**src/htpd_pkg.sv**
```systemverilog
// Shared types and constants for the Huffman tree-walk pixel decoder.
// Used by every module of the block; depends on nothing else.
package htpd_pkg;

  localparam int unsigned ChildW = 9;   // width of a child pointer and of node_index
  localparam int unsigned PixW   = 8;   // pixel value width
  localparam int unsigned PosW   = 12;  // raster column and row width
  localparam int unsigned DimW   = 13;  // image_width and image_height register width
  localparam int unsigned CfgIdxW = 2;  // configuration index width
  localparam int unsigned ByteW  = 8;   // bits in one packed data byte
  localparam int unsigned BitCntW = 4;  // holds 0 .. ByteW

  localparam logic [DimW-1:0] MaxDim = 13'd4096;
  localparam logic [PixW-1:0] PixSat = 8'd255;

  typedef enum logic {
    OpNode = 1'b0,
    OpData = 1'b1
  } opcode_e;

  typedef enum logic [CfgIdxW-1:0] {
    CfgWidth  = 2'd0,
    CfgHeight = 2'd1
  } cfg_reg_e;

  typedef enum logic [1:0] {
    StIdle,
    StWalk,
    StFlush
  } state_e;

  // One tree node: leaf flag, child taken on a 0 bit, child taken on a 1 bit.
  typedef struct packed {
    logic              leaf;
    logic [ChildW-1:0] left;
    logic [ChildW-1:0] right;
  } node_t;

  // Raster position, final-pixel flag and end-of-image status.
  typedef struct packed {
    logic [PosW-1:0] col;
    logic [PosW-1:0] row;
    logic            frame_done;
    logic            complete;
  } pos_t;

endpackage

```
**src/htpd_raster.sv**
```systemverilog
// Raster position counters with clamped image dimensions and end-of-image flag.
// Uses htpd_pkg for widths and the pos_t status struct.
module htpd_raster (
  input  logic                        clk_i,
  input  logic                        rst_ni,
  input  logic [htpd_pkg::DimW-1:0]   width_i,
  input  logic [htpd_pkg::DimW-1:0]   height_i,
  input  logic                        advance_i,
  output htpd_pkg::pos_t              pos_o
);

  logic [htpd_pkg::PosW-1:0] col_q, col_d;
  logic [htpd_pkg::PosW-1:0] row_q, row_d;
  logic                      complete_q, complete_d;
  logic [htpd_pkg::DimW-1:0] w_eff, h_eff, col_inc, row_inc;
  logic                      row_end, frame_done;

  always_comb begin
    // A zero dimension acts as one, an oversized one as the maximum.
    if (width_i == '0) begin
      w_eff = htpd_pkg::DimW'(1);
    end else if (width_i > htpd_pkg::MaxDim) begin
      w_eff = htpd_pkg::MaxDim;
    end else begin
      w_eff = width_i;
    end
    if (height_i == '0) begin
      h_eff = htpd_pkg::DimW'(1);
    end else if (height_i > htpd_pkg::MaxDim) begin
      h_eff = htpd_pkg::MaxDim;
    end else begin
      h_eff = height_i;
    end
    col_inc    = htpd_pkg::DimW'(col_q) + htpd_pkg::DimW'(1);
    row_inc    = htpd_pkg::DimW'(row_q) + htpd_pkg::DimW'(1);
    row_end    = (col_inc >= w_eff);
    frame_done = row_end && (row_inc >= h_eff);
  end

  always_comb begin
    col_d      = col_q;
    row_d      = row_q;
    complete_d = complete_q;
    if (advance_i) begin
      if (row_end) begin
        col_d = '0;
        if (frame_done) begin
          complete_d = 1'b1;
        end else begin
          row_d = row_inc[htpd_pkg::PosW-1:0];
        end
      end else begin
        col_d = col_inc[htpd_pkg::PosW-1:0];
      end
    end
  end

  always_ff @(posedge clk_i or negedge rst_ni) begin
    if (!rst_ni) begin
      col_q      <= '0;
      row_q      <= '0;
      complete_q <= 1'b0;
    end else begin
      col_q      <= col_d;
      row_q      <= row_d;
      complete_q <= complete_d;
    end
  end

  assign pos_o = '{col: col_q, row: row_q, frame_done: frame_done, complete: complete_q};

endmodule

```
**config.mk**
```make
export PLATFORM = sky130hd
export DESIGN_NAME = htpd_raster
export DESIGN_NICKNAME = d
export VERILOG_FILES = /design/src/htpd_pkg.sv /design/src/htpd_raster.sv
export SDC_FILE = /design/constraint.sdc
export NUM_CORES = 1
export LEC_CHECK = 0
export BUFFER_PORTS_ARGS = -buffer_cell sky130_fd_sc_hd__clkbuf_2
export CORE_AREA = 4 4 73 75
export CTS_BUF_LIST = sky130_fd_sc_hd__clkbuf_8
export DETAILED_ROUTE_END_ITERATION = 10
export DIE_AREA = 0 0 77 79
export HOLD_SLACK_MARGIN = 0.08
export PLACE_DENSITY_LB_ADDON = 0.1
export SETUP_SLACK_MARGIN = 0.5
export SLEW_MARGIN = 30
export SYNTH_ARGS = -nofsm -noshare
export SYNTH_HDL_FRONTEND = slang
export SYNTH_SLANG_ARGS = --single-unit
```
**constraint.sdc**
```tcl
create_clock -name clk_i -period 4.2 [get_ports clk_i]
set_clock_uncertainty 0.05 [all_clocks]
set_input_delay 0 -clock clk_i [delete_from_list [all_inputs] [get_ports clk_i]]
set_output_delay 0 -clock clk_i [all_outputs]
set_load 0.005 [all_outputs]
```
==> flow_metrics.tcl <==
set metrics [dict create \
    status "finished clean" \
    grt_overflow 0 \
    htreeDepth 1 \
    ctsHoldBuffers 1 \
    tightest_slew_ns 0.644 \
    power.switching_mw 0.400 \
    drc_errors 0 \
    ctsResizeCount 0 \
    dp_hpwl_mm 4.07 \
    drv_slew 0 \
    leakagePower_nw 1.42 \
    fin_cells 359 \
    routed-via-count 1927 \
    synth_ff_type "dfrtp_1" \
    syn_inst 254 \
    grt_pass1_vias 1856 \
    netlist_area_um2 2320 \
    wirelength_mm 5.12 \
    worstPathRequired_ns 4.31 \
    intPower_mw 0.559 \
    antenna_found_initial 0 \
    area_growth_syn_to_layout_pct 14.7 \
    critical_path_class "register to register" \
    design.core.area_um2 4660 \
    nets 363 \
    cts_root_buffer "clkbuf_8" \
    clock_path_buffers 2 \
    gp_congestion 0.817 \
    pin_count 55 \
    power_density_nw_per_um2 360 \
    start_util 0.498 \
    die_area_um2 6080 \
    synth.most_common_cell "nand2_1" \
    slew_headroom 0.570 \
    die_x_um 77 \
    drt_first_pass_iters 4 \
    diodes 0 \
    ys_async_sr_fraction 1.00 \
    grt_first_pass_wirelength_mm 8.78 \
    yosys.area.top_type "dfrtp_1" \
    comb_power_share 0.471 \
    ant_nets 0 \
    synth_edf_count 0 \
    synth.distinct_cells 45 \
    cts_buffers 3 \
    critPathArrivalTime_ns 3.46 \
    cts_num_sinks 25 \
    clock_insertion_delay_worst_skew_ns 0.27 \
    postCtsSetupBuffers 0 \
    hp-class "input port to asynchronous set/reset pin" \
    grt_max_degree 33 \
    finalSetupViolations 0 \
    ir_drop_mv 0.261 \
    place_inst 354 \
    start_kind "register" \
    endpoint_kind "register" \
    r2r_setup_slack_ns 0.85 \
    fmax_ghz 0.298 \
    synth.top_cell.area_share 0.270 \
    viasPerCell 5.37 \
    yosysWarnings 0 \
    nFillCells 450 \
    track_usage 0.176 \
    fin_crit_sh 0.798 \
    drive_above_1_share 0.266 \
    finalHoldViolCount 0 \
    drv_cap 0 \
    synth.top_cells.by_area "dfrtp_1 27%, ha_1 15%, xor2_1 6.8%" \
    rsz0062_at_grt "no" \
    syn_nets 311 \
    ys_ff_latch 25 \
    fp-row-count 25 \
    clk_pin_slew_ns 0.09 \
    pwr-share-seq 0.380 \
    die_y_um 79 \
    avgSynthCellArea_um2 9.13 \
    finalCriticalPeriod_ns 3.35 \
    cp_max_fo 25 \
    routedWlPerCell_um 14.2 \
    switching_share 0.417 \
    initialDrtViolationCount 75 \
    clkPwrFrac 0.149 \
    fin_tns_setup_ns 0 \
    cts_tree "built" \
    ys_top_cells_by_count "40 x nand2_1, 28 x ha_1, 25 x dfrtp_1, 18 x xor2_1, 15 x inv_1" \
    io_buffers 54 \
    seq_area_frac_synth 0.270 \
]
## cell usage in the layout (no fill, tap or decap), drive strengths merged, types with 2 or more instances in the layout
| master | n |
|---|---|
| nor4 | 11 |
| nor3 | 4 |
| nand2 | 40 |
| a21oi | 11 |
| a31o | 2 |
| nor2 | 13 |
| xnor2 | 13 |
| nand3 | 15 |
| ha | 28 |
| nand4 | 5 |
| dfrtp | 25 |
| nor2b | 2 |
| xor2 | 18 |
| a31oi | 3 |
| a21o | 5 |
| clkbuf | 57 |
| and4b | 3 |
| inv | 15 |
| o21ai | 11 |
| and3 | 7 |
## power groups by stage
stage / combinational, mW / sequential (mW) / clock (mW)
after floorplan: 0.326 / 0.358 / 0
after global placement: 0.450 / 0.369 / 0
after detailed placement: 0.464 / 0.369 / 0
after CTS: 0.466 / 0.365 / 0.150
after global routing: 0.518 / 0.375 / 0.162
final: 0.452 / 0.364 / 0.143
## cell families after synthesis
group	synth area share
adders and majority gates	0.151
xor gates and xnor gates	0.117
muxes	0.0108
DFF	0.270
AOI/OAI and AO/OA	0.134
buffers and inverters	0.0502
and+or+nand+nor	0.268
## per-stage QoR
stage | hold WS, ns | power (mW) | setup WS (ns) | utilization | area [um^2]
5_1_grt | 0.300 | 1.06 | 0.609 | 0.571 | 2660
3_3_place_gp | -0.00414 | 0.819 | 0.872 | 0.559 | 2610
4_1_cts | 0.249 | 0.981 | 0.819 | 0.571 | 2660
3_5_place_dp | 0.0103 | 0.833 | 0.842 | 0.559 | 2610
6_report | 0.237 | 0.959 | 0.850 | 0.571 | 2660
2_1_floorplan | -0.346 | 0.684 | 1.25 | - | 2320
## metal layers
metal / GRT usage / vias to the layer above / share of wire
li1: - / 1003 / -
met1: 0.231 / 876 / 0.45
met2: 0.309 / 46 / 0.49
met3: 0.0204 / 2 / 0.046
met4: 0.0427 / 0 / 0.0070
met5: 0 / - / 0
## worst paths after layout
path,startpoint,endpoint,cells after the start
max in group asynchronous,rst_ni,row_q[9],2
worst max register to register,col_q[0],row_q[1],12
worst min register to register,complete_q,complete_q,1
worst min-delay path,rst_ni,col_q[0],2
worst max-delay path,col_q[0],row_q[1],12
min in group clk_i,advance_i,col_q[3],3
## layout make-up
| type | count | area, um^2 | area share |
|---|---|---|---|
| clock buffer | 3 | 41.3 | 0.0155 |
| clock inverter | 1 | 5.00 | 0.00188 |
| inverter | 15 | 56.3 | 0.0212 |
| multi-input combinational | 205 | 1580 | 0.593 |
| sequential | 25 | 626 | 0.235 |
| tap | 54 | 67.6 | 0.0254 |
| timing repair buffer | 56 | 288 | 0.108 |
## flip-flops by register name, indices dropped and copies added, names as in the netlist
register / count
row_q: 12
complete_q: 1
col_q: 12
## worst max-delay path, stage by stage, from the launching register on
cell and delay, ns:
dfrtp_1 0.47, ha_1 0.31, nand4_1 0.16, nor2_1 0.30
nand3_1 0.14, xnor2_1 0.23, ha_1 0.28, a21oi_1 0.15
o21ai_0 0.14, a211oi_4 0.17, buf_4 0.33, nand3b_4 0.21
mux2_4 0.31
Note: power is estimated with default switching activity, not from simulation.
