$ cat config.mk
export PLATFORM = sky130hd
export DESIGN_NAME = htpd_seq
export DESIGN_NICKNAME = d
export VERILOG_FILES = /design/src/htpd_pkg.sv /design/src/htpd_seq.sv
export SDC_FILE = /design/constraint.sdc
export NUM_CORES = 1
export LEC_CHECK = 0
export BUFFER_PORTS_ARGS = -buffer_cell sky130_fd_sc_hd__buf_2
export CORE_AREA = 2 2 112 114
export DETAILED_ROUTE_END_ITERATION = 12
export DIE_AREA = 0 0 114 116
export GPL_TIMING_DRIVEN = 0
export PLACE_DENSITY_LB_ADDON = 0.05
export SYNTH_ARGS = -nofsm -noshare
export SYNTH_HDL_FRONTEND = slang
export SYNTH_SLANG_ARGS = --single-unit
$ cat constraint.sdc
create_clock -name clk_i -period 4 [get_ports clk_i]
set_input_delay 0.8 -clock clk_i [delete_from_list [all_inputs] [get_ports clk_i]]
set_output_delay 0.8 -clock clk_i [all_outputs]
set_load 0.01 [all_outputs]
$ cat src/htpd_pkg.sv
// Shared types and constants for the Huffman tree-walk pixel decoder.
// Used by every module of the block; depends on nothing else.
package htpd_pkg;

  localparam int unsigned ChildW = 9;   // width of a child pointer and of node_index
  localparam int unsigned PixW   = 8;   // pixel value width
  localparam int unsigned PosW   = 12;  // raster column and row width
  localparam int unsigned DimW   = 13;  // image_width and image_height register width
  localparam int unsigned CfgIdxW = 2;  // configuration index width
  localparam int unsigned ByteW  = 8;   // bits in one packed data byte
  localparam int unsigned BitCntW = 4;  // holds 0 .. ByteW

  localparam logic [DimW-1:0] MaxDim = 13'd4096;
  localparam logic [PixW-1:0] PixSat = 8'd255;

  typedef enum logic {
    OpNode = 1'b0,
    OpData = 1'b1
  } opcode_e;

  typedef enum logic [CfgIdxW-1:0] {
    CfgWidth  = 2'd0,
    CfgHeight = 2'd1
  } cfg_reg_e;

  typedef enum logic [1:0] {
    StIdle,
    StWalk,
    StFlush
  } state_e;

  // One tree node: leaf flag, child taken on a 0 bit, child taken on a 1 bit.
  typedef struct packed {
    logic              leaf;
    logic [ChildW-1:0] left;
    logic [ChildW-1:0] right;
  } node_t;

  // Raster position, final-pixel flag and end-of-image status.
  typedef struct packed {
    logic [PosW-1:0] col;
    logic [PosW-1:0] row;
    logic            frame_done;
    logic            complete;
  } pos_t;

endpackage

$ cat src/htpd_seq.sv
// Bit sequencer of the tree walk: steps one code bit a cycle through the tree
// memory unless the output stalls, holds one pixel back to mark the last of
// each byte, and drives the output register. Uses htpd_pkg.
module htpd_seq #(
  parameter int unsigned TREE_NODES = 512
) (
  input  logic                          clk_i,
  input  logic                          rst_ni,
  input  logic                          in_valid_i,
  output logic                          in_ready_o,
  input  logic                          opcode_i,
  input  logic [htpd_pkg::ChildW-1:0]   node_index_i,
  input  logic [htpd_pkg::ByteW-1:0]    data_byte_i,
  output logic                          mem_we_o,
  output logic [$clog2(TREE_NODES)-1:0] mem_raddr_o,
  input  htpd_pkg::node_t               mem_rdata_i,
  input  htpd_pkg::node_t               mem_root_i,
  input  htpd_pkg::pos_t                pos_i,
  output logic                          advance_o,
  output logic                          out_valid_o,
  input  logic                          out_ready_i,
  output logic [htpd_pkg::PixW-1:0]     pixel_value_o,
  output logic [htpd_pkg::PosW-1:0]     pixel_column_o,
  output logic [htpd_pkg::PosW-1:0]     pixel_row_o,
  output logic                          frame_done_o,
  output logic                          last_o
);

  localparam int unsigned AW = $clog2(TREE_NODES);
  localparam int unsigned NW = (AW > htpd_pkg::ChildW) ? AW : htpd_pkg::ChildW;
  localparam logic [NW-1:0] Root    = NW'(TREE_NODES - 1);
  localparam logic [NW:0]   NodeCnt = (NW + 1)'(TREE_NODES);

  htpd_pkg::state_e state_q, state_d;

  logic [NW-1:0]                  walk_q, walk_d;
  logic                           check_q, check_d;
  logic [htpd_pkg::BitCntW-1:0]   bits_q, bits_d;
  logic [htpd_pkg::ByteW-1:0]     byte_q, byte_d;

  logic                           pend_valid_q, pend_valid_d;
  logic [htpd_pkg::PixW-1:0]      pend_value_q;
  logic [htpd_pkg::PosW-1:0]      pend_col_q, pend_row_q;
  logic                           pend_done_q;

  logic                           out_valid_q, out_valid_d;
  logic [htpd_pkg::PixW-1:0]      out_value_q;
  logic [htpd_pkg::PosW-1:0]      out_col_q, out_row_q;
  logic                           out_done_q, out_last_q;

  logic                           accept, accept_data;
  logic                           in_range, is_leaf, out_free, stall, leaf_take;
  logic                           complete_eff, go_bit, load_mid, load_fin;
  htpd_pkg::node_t                cur_ent, eff_ent;
  logic [htpd_pkg::ChildW-1:0]    next_child;
  logic [htpd_pkg::PixW-1:0]      leaf_value;

  always_comb begin
    accept      = in_valid_i && (state_q == htpd_pkg::StIdle);
    accept_data = accept && (opcode_i == htpd_pkg::OpData);
    in_range    = ((NW + 1)'(walk_q) < NodeCnt);
    cur_ent     = in_range ? mem_rdata_i : '0;
    is_leaf     = (state_q == htpd_pkg::StWalk) && check_q && cur_ent.leaf;
    out_free    = !out_valid_q || out_ready_i;
    stall       = is_leaf && pend_valid_q && !out_free;
    leaf_take   = is_leaf && !stall;
    eff_ent     = is_leaf ? mem_root_i : cur_ent;
    complete_eff = is_leaf ? pos_i.frame_done : pos_i.complete;
    go_bit      = (state_q == htpd_pkg::StWalk) && !stall && (bits_q != '0) && !complete_eff;
    next_child  = byte_q[htpd_pkg::ByteW-1] ? eff_ent.right : eff_ent.left;
    leaf_value  = (|walk_q[NW-1:htpd_pkg::PixW]) ? htpd_pkg::PixSat
                                                  : walk_q[htpd_pkg::PixW-1:0];
    load_mid    = leaf_take && pend_valid_q;
    load_fin    = (state_q == htpd_pkg::StFlush) && pend_valid_q && out_free;
  end

  // Next state.
  always_comb begin
    state_d = state_q;
    unique case (state_q)
      htpd_pkg::StIdle: begin
        if (accept_data) begin
          state_d = htpd_pkg::StWalk;
        end
      end
      htpd_pkg::StWalk: begin
        if (!stall && !go_bit) begin
          state_d = htpd_pkg::StFlush;
        end
      end
      htpd_pkg::StFlush: begin
        if (!pend_valid_q || out_free) begin
          state_d = htpd_pkg::StIdle;
        end
      end
      default: state_d = htpd_pkg::StIdle;
    endcase
  end

  // Datapath and outputs.
  always_comb begin
    walk_d       = walk_q;
    check_d      = check_q;
    bits_d       = bits_q;
    byte_d       = byte_q;
    pend_valid_d = pend_valid_q;
    out_valid_d  = out_valid_q && !out_ready_i;

    if (accept_data) begin
      byte_d  = data_byte_i;
      bits_d  = htpd_pkg::BitCntW'(htpd_pkg::ByteW);
      check_d = 1'b0;
    end

    if (state_q == htpd_pkg::StWalk && !stall) begin
      check_d = go_bit;
      if (go_bit) begin
        walk_d = NW'(next_child);
        bits_d = bits_q - htpd_pkg::BitCntW'(1);
        byte_d = {byte_q[htpd_pkg::ByteW-2:0], 1'b0};
      end else if (is_leaf) begin
        walk_d = Root;
      end
    end

    if (leaf_take) begin
      pend_valid_d = 1'b1;
    end else if (load_fin) begin
      pend_valid_d = 1'b0;
    end
    if (load_mid || load_fin) begin
      out_valid_d = 1'b1;
    end

    in_ready_o  = (state_q == htpd_pkg::StIdle);
    mem_we_o    = accept && (opcode_i == htpd_pkg::OpNode)
                  && ((NW + 1)'(node_index_i) < NodeCnt);
    mem_raddr_o = AW'(walk_d);
    advance_o   = leaf_take;
  end

  always_ff @(posedge clk_i or negedge rst_ni) begin
    if (!rst_ni) begin
      state_q      <= htpd_pkg::StIdle;
      walk_q       <= Root;
      check_q      <= 1'b0;
      bits_q       <= '0;
      pend_valid_q <= 1'b0;
      out_valid_q  <= 1'b0;
    end else begin
      state_q      <= state_d;
      walk_q       <= walk_d;
      check_q      <= check_d;
      bits_q       <= bits_d;
      pend_valid_q <= pend_valid_d;
      out_valid_q  <= out_valid_d;
    end
  end

  always_ff @(posedge clk_i) begin
    byte_q <= byte_d;
    if (leaf_take) begin
      pend_value_q <= leaf_value;
      pend_col_q   <= pos_i.col;
      pend_row_q   <= pos_i.row;
      pend_done_q  <= pos_i.frame_done;
    end
    if (load_mid || load_fin) begin
      out_value_q <= pend_value_q;
      out_col_q   <= pend_col_q;
      out_row_q   <= pend_row_q;
      out_done_q  <= pend_done_q;
      out_last_q  <= load_fin;
    end
  end

  assign out_valid_o    = out_valid_q;
  assign pixel_value_o  = out_value_q;
  assign pixel_column_o = out_col_q;
  assign pixel_row_o    = out_row_q;
  assign frame_done_o   = out_done_q;
  assign last_o         = out_last_q;

endmodule

==> results.toml <==
[place]
numPortBuffers = 122
postPlaceCellArea_sq_um = 4420
place_ws_ns = 0.5232
hpwl_mm = 5.233
dp.cells = 466
routabilityCongestion = 0.7170

[timing]
maxSlewViolCount = 0
fin_crit_sh_pct = 85.25
worst_slack_ns = 0.5899
worst_pin_slew_ns = 0.5796
slew_headroom_pct = 61.32
clock_skew_ns = 0.005176
rsz0062_at_grt = "false"
hold_violations = 0
min_period_ns = 3.410
fin_hold_ws_ns = 0.3982
max_freq_mhz = 293.2
finalSetupViolCount = 0

[outcome]
status = "finished, final reports clean"

[global_routing]
overflow = 0
grt_pass1_wl_mm = 10.87
grt_max_degree = 24
antenna_found_initial = 0
grt_pass1_vias = 2102
grt_usage_pct = 11.00

[logic_synthesis]
synth_top_cell_by_area = "edfxtp_1"
ys_ff_latch = 93
ys_top_cells_by_count = "edfxtp_1 (67), mux2_2 (21), nand2b_1 (11)"
yosys.area.top_type_share_pct = 56.52
synth_flop_cell = "edfxtp_1"
ys_seq_area_share_pct = 73.99
syn_area_sq_um = 3560
synth_enable_flop_cells = 67
syn_avg_cell_area_sq_um = 18.25
synth_cells = 195
synth.most_common_cell = "edfxtp_1"
synth_fp_nets = 282
synth.distinct_cells = 41
yosys-top-cells-area = "edfxtp_1 (57%), dfstp_2 (6.6%), mux2_2 (6.6%), dfrtp_1 (6.3%), mux4_2 (5.7%)"
ys_async_sr_fraction_pct = 19.35
yosysWarnings = 0

[pwr]
ir_drop_uv = 201.2
total_leakage_power_nw = 1.937
finalPower_mw = 3.048
power_density_nw_per_um2 = 644.5

[clock_network]
cts_resized = 0
cts_num_sinks = 93
postCtsSetupRepairBufs = 0
tritoncts = "built"
cts-root-buf = "clkbuf_16"
clk_pin_slew_ns = 0.06
clkLatencyLatePin_ns = 0.34
clock_path_buffers = 2
cts_inserted_buffers = 9
ctsHtreeMaxLevel = 3
postCtsHoldBufs = 0

[setup_path]
path_cells = "buf_2 > and4b_1 > o21ai_1 > clkbuf_1 > inv_1 > buf_16 > buf_2"
crit_type = "input pin to output pin"
endpoint_kind = "output pin"
required_ns = 3.20
worstSetupStartpointType = "input pin"
cpPeakStageDelay_ns = 0.44
crit_top_cell = "buf_2"
crit_slowest_cell = "clkbuf_1"
arrival_ns = 2.61
crit_fanout = 22

[routing]
initialDrtViolationCount = 109
wl_met1_mm = 3.136
wl_per_cell_microns = 14.47
vias_per_cell = 4.378
routed_wl_mm = 6.975
drcViolationCount = 0
dr.max_layer_used = "met4"
wl_met2_mm = 3.257
firstDrtPassIters = 4
ant_nets = 0
wl_met3_microns = 482
via_count = 2110

[floorplanning]
die_h_microns = 116
start_util_pct = 29.88
ios = 133
std_cell_rows = 40
dieArea_sq_um = 13220
fp.dieW_microns = 114
coreArea_sq_um = 11910

[layout]
synthToLayoutAreaGrowth_pct = 32.86
fin_nets = 417
drive_gt1_share_pct = 57.61
fillCellCount = 1141
stdcell_count = 482
fin_area_sq_um = 4730
num_antenna_cells = 0

[worst_hold_path]
hp-class = "input pin to asynchronous set/reset pin"

[run]
drv_cap = 0
## logic make-up (layout without fill, tap and decap cells)
logic type | count (synthesis) | after routing | share of synthesized area [%]
AOI/OAI and AO/OA | 10 | 10 | 1.898
and+or+nand+nor | 44 | 44 | 8.015
muxes | 36 | 36 | 14.13
DFF | 93 | 93 | 73.99
buffers and inverters | 11 | 151 | 1.616
adders and majority gates | 1 | 1 | 0.3514
## cell usage in the layout, fill, tap and decap left out, types with 5 or more instances in the layout
cell	n
buf_2	123
mux2_2	21
mux4_2	9
or2_2	8
dfstp_2	9
clkbuf_16	9
inv_1	5
nand2b_1	11
edfxtp_1	67
nand2_1	7
dfrtp_1	9
dfxtp_1	8
## flip-flops by register name (all words and copies together) (netlist names)
name,cells
pixel_row_o,12
bits_q,4
pixel_value_o,8
pend_value_q,8
pend_col_q,12
pend_valid_q,1
check_q,1
pixel_column_o,12
frame_done_o,1
pend_row_q,12
state_q,2
out_valid_o,1
last_o,1
walk_q,9
pend_done_q,1
byte_q,8
## report_power, final
part | total [mW] | switching [mW] | internal, mW
Combinational | 0.774 | 0.373 | 0.402
Sequential | 1.39 | 0.0936 | 1.30
Clock | 0.884 | 0.337 | 0.547
Total | 3.05 | 0.803 | 2.25
## layout make-up
class	instances	area, sq um	area share [%]
Buffer	6	38.79	0.8201
Inverter	5	18.77	0.3968
Tap cell	147	183.9	3.889
Clock inverter	4	72.57	1.534
Timing Repair Buffer	124	665.6	14.07
Sequential cell	93	2634	55.69
Multi-Input combinational cell	91	879.6	18.60
Clock buffer	12	236.5	5.000
## per-stage QoR
stage	utilization [%]	setup TNS, ns
3_3_place_gp	36.55	-16.01
2_1_floorplan	-	0
3_5_place_dp	37.11	0
6_report	39.71	0
4_1_cts	39.71	0
5_1_grt	39.71	0
## critical path: cells and delay by family
kind            cells  cell delay (ns)
compound gates      1             0.12
simple gates        1             0.23
buf+inv             5             1.44
## worst paths after layout
path / start / end / slack [ns] / depth (start not counted)
min in group clk_i: pend_done_q / frame_done_o / 0.42 / 0
min: rst_ni / bits_q[1] / 0.40 / 1
max in group asynchronous: rst_ni / walk_q[4] / 3.26 / 1
max reg2reg: state_q[0] / pend_done_q / 1.76 / 5
min reg2reg: pend_done_q / frame_done_o / 0.42 / 0
max: mem_rdata_i[18] / advance_o / 0.59 / 7
## metal layers
metal | vias to the layer above | track usage (%)
met5 | - | 0
met1 | 996 | 13.44
met4 | 0 | 5.122
li1 | 1018 | -
met3 | 8 | 3.347
met2 | 88 | 17.98
(Power assumes the default switching activity.)
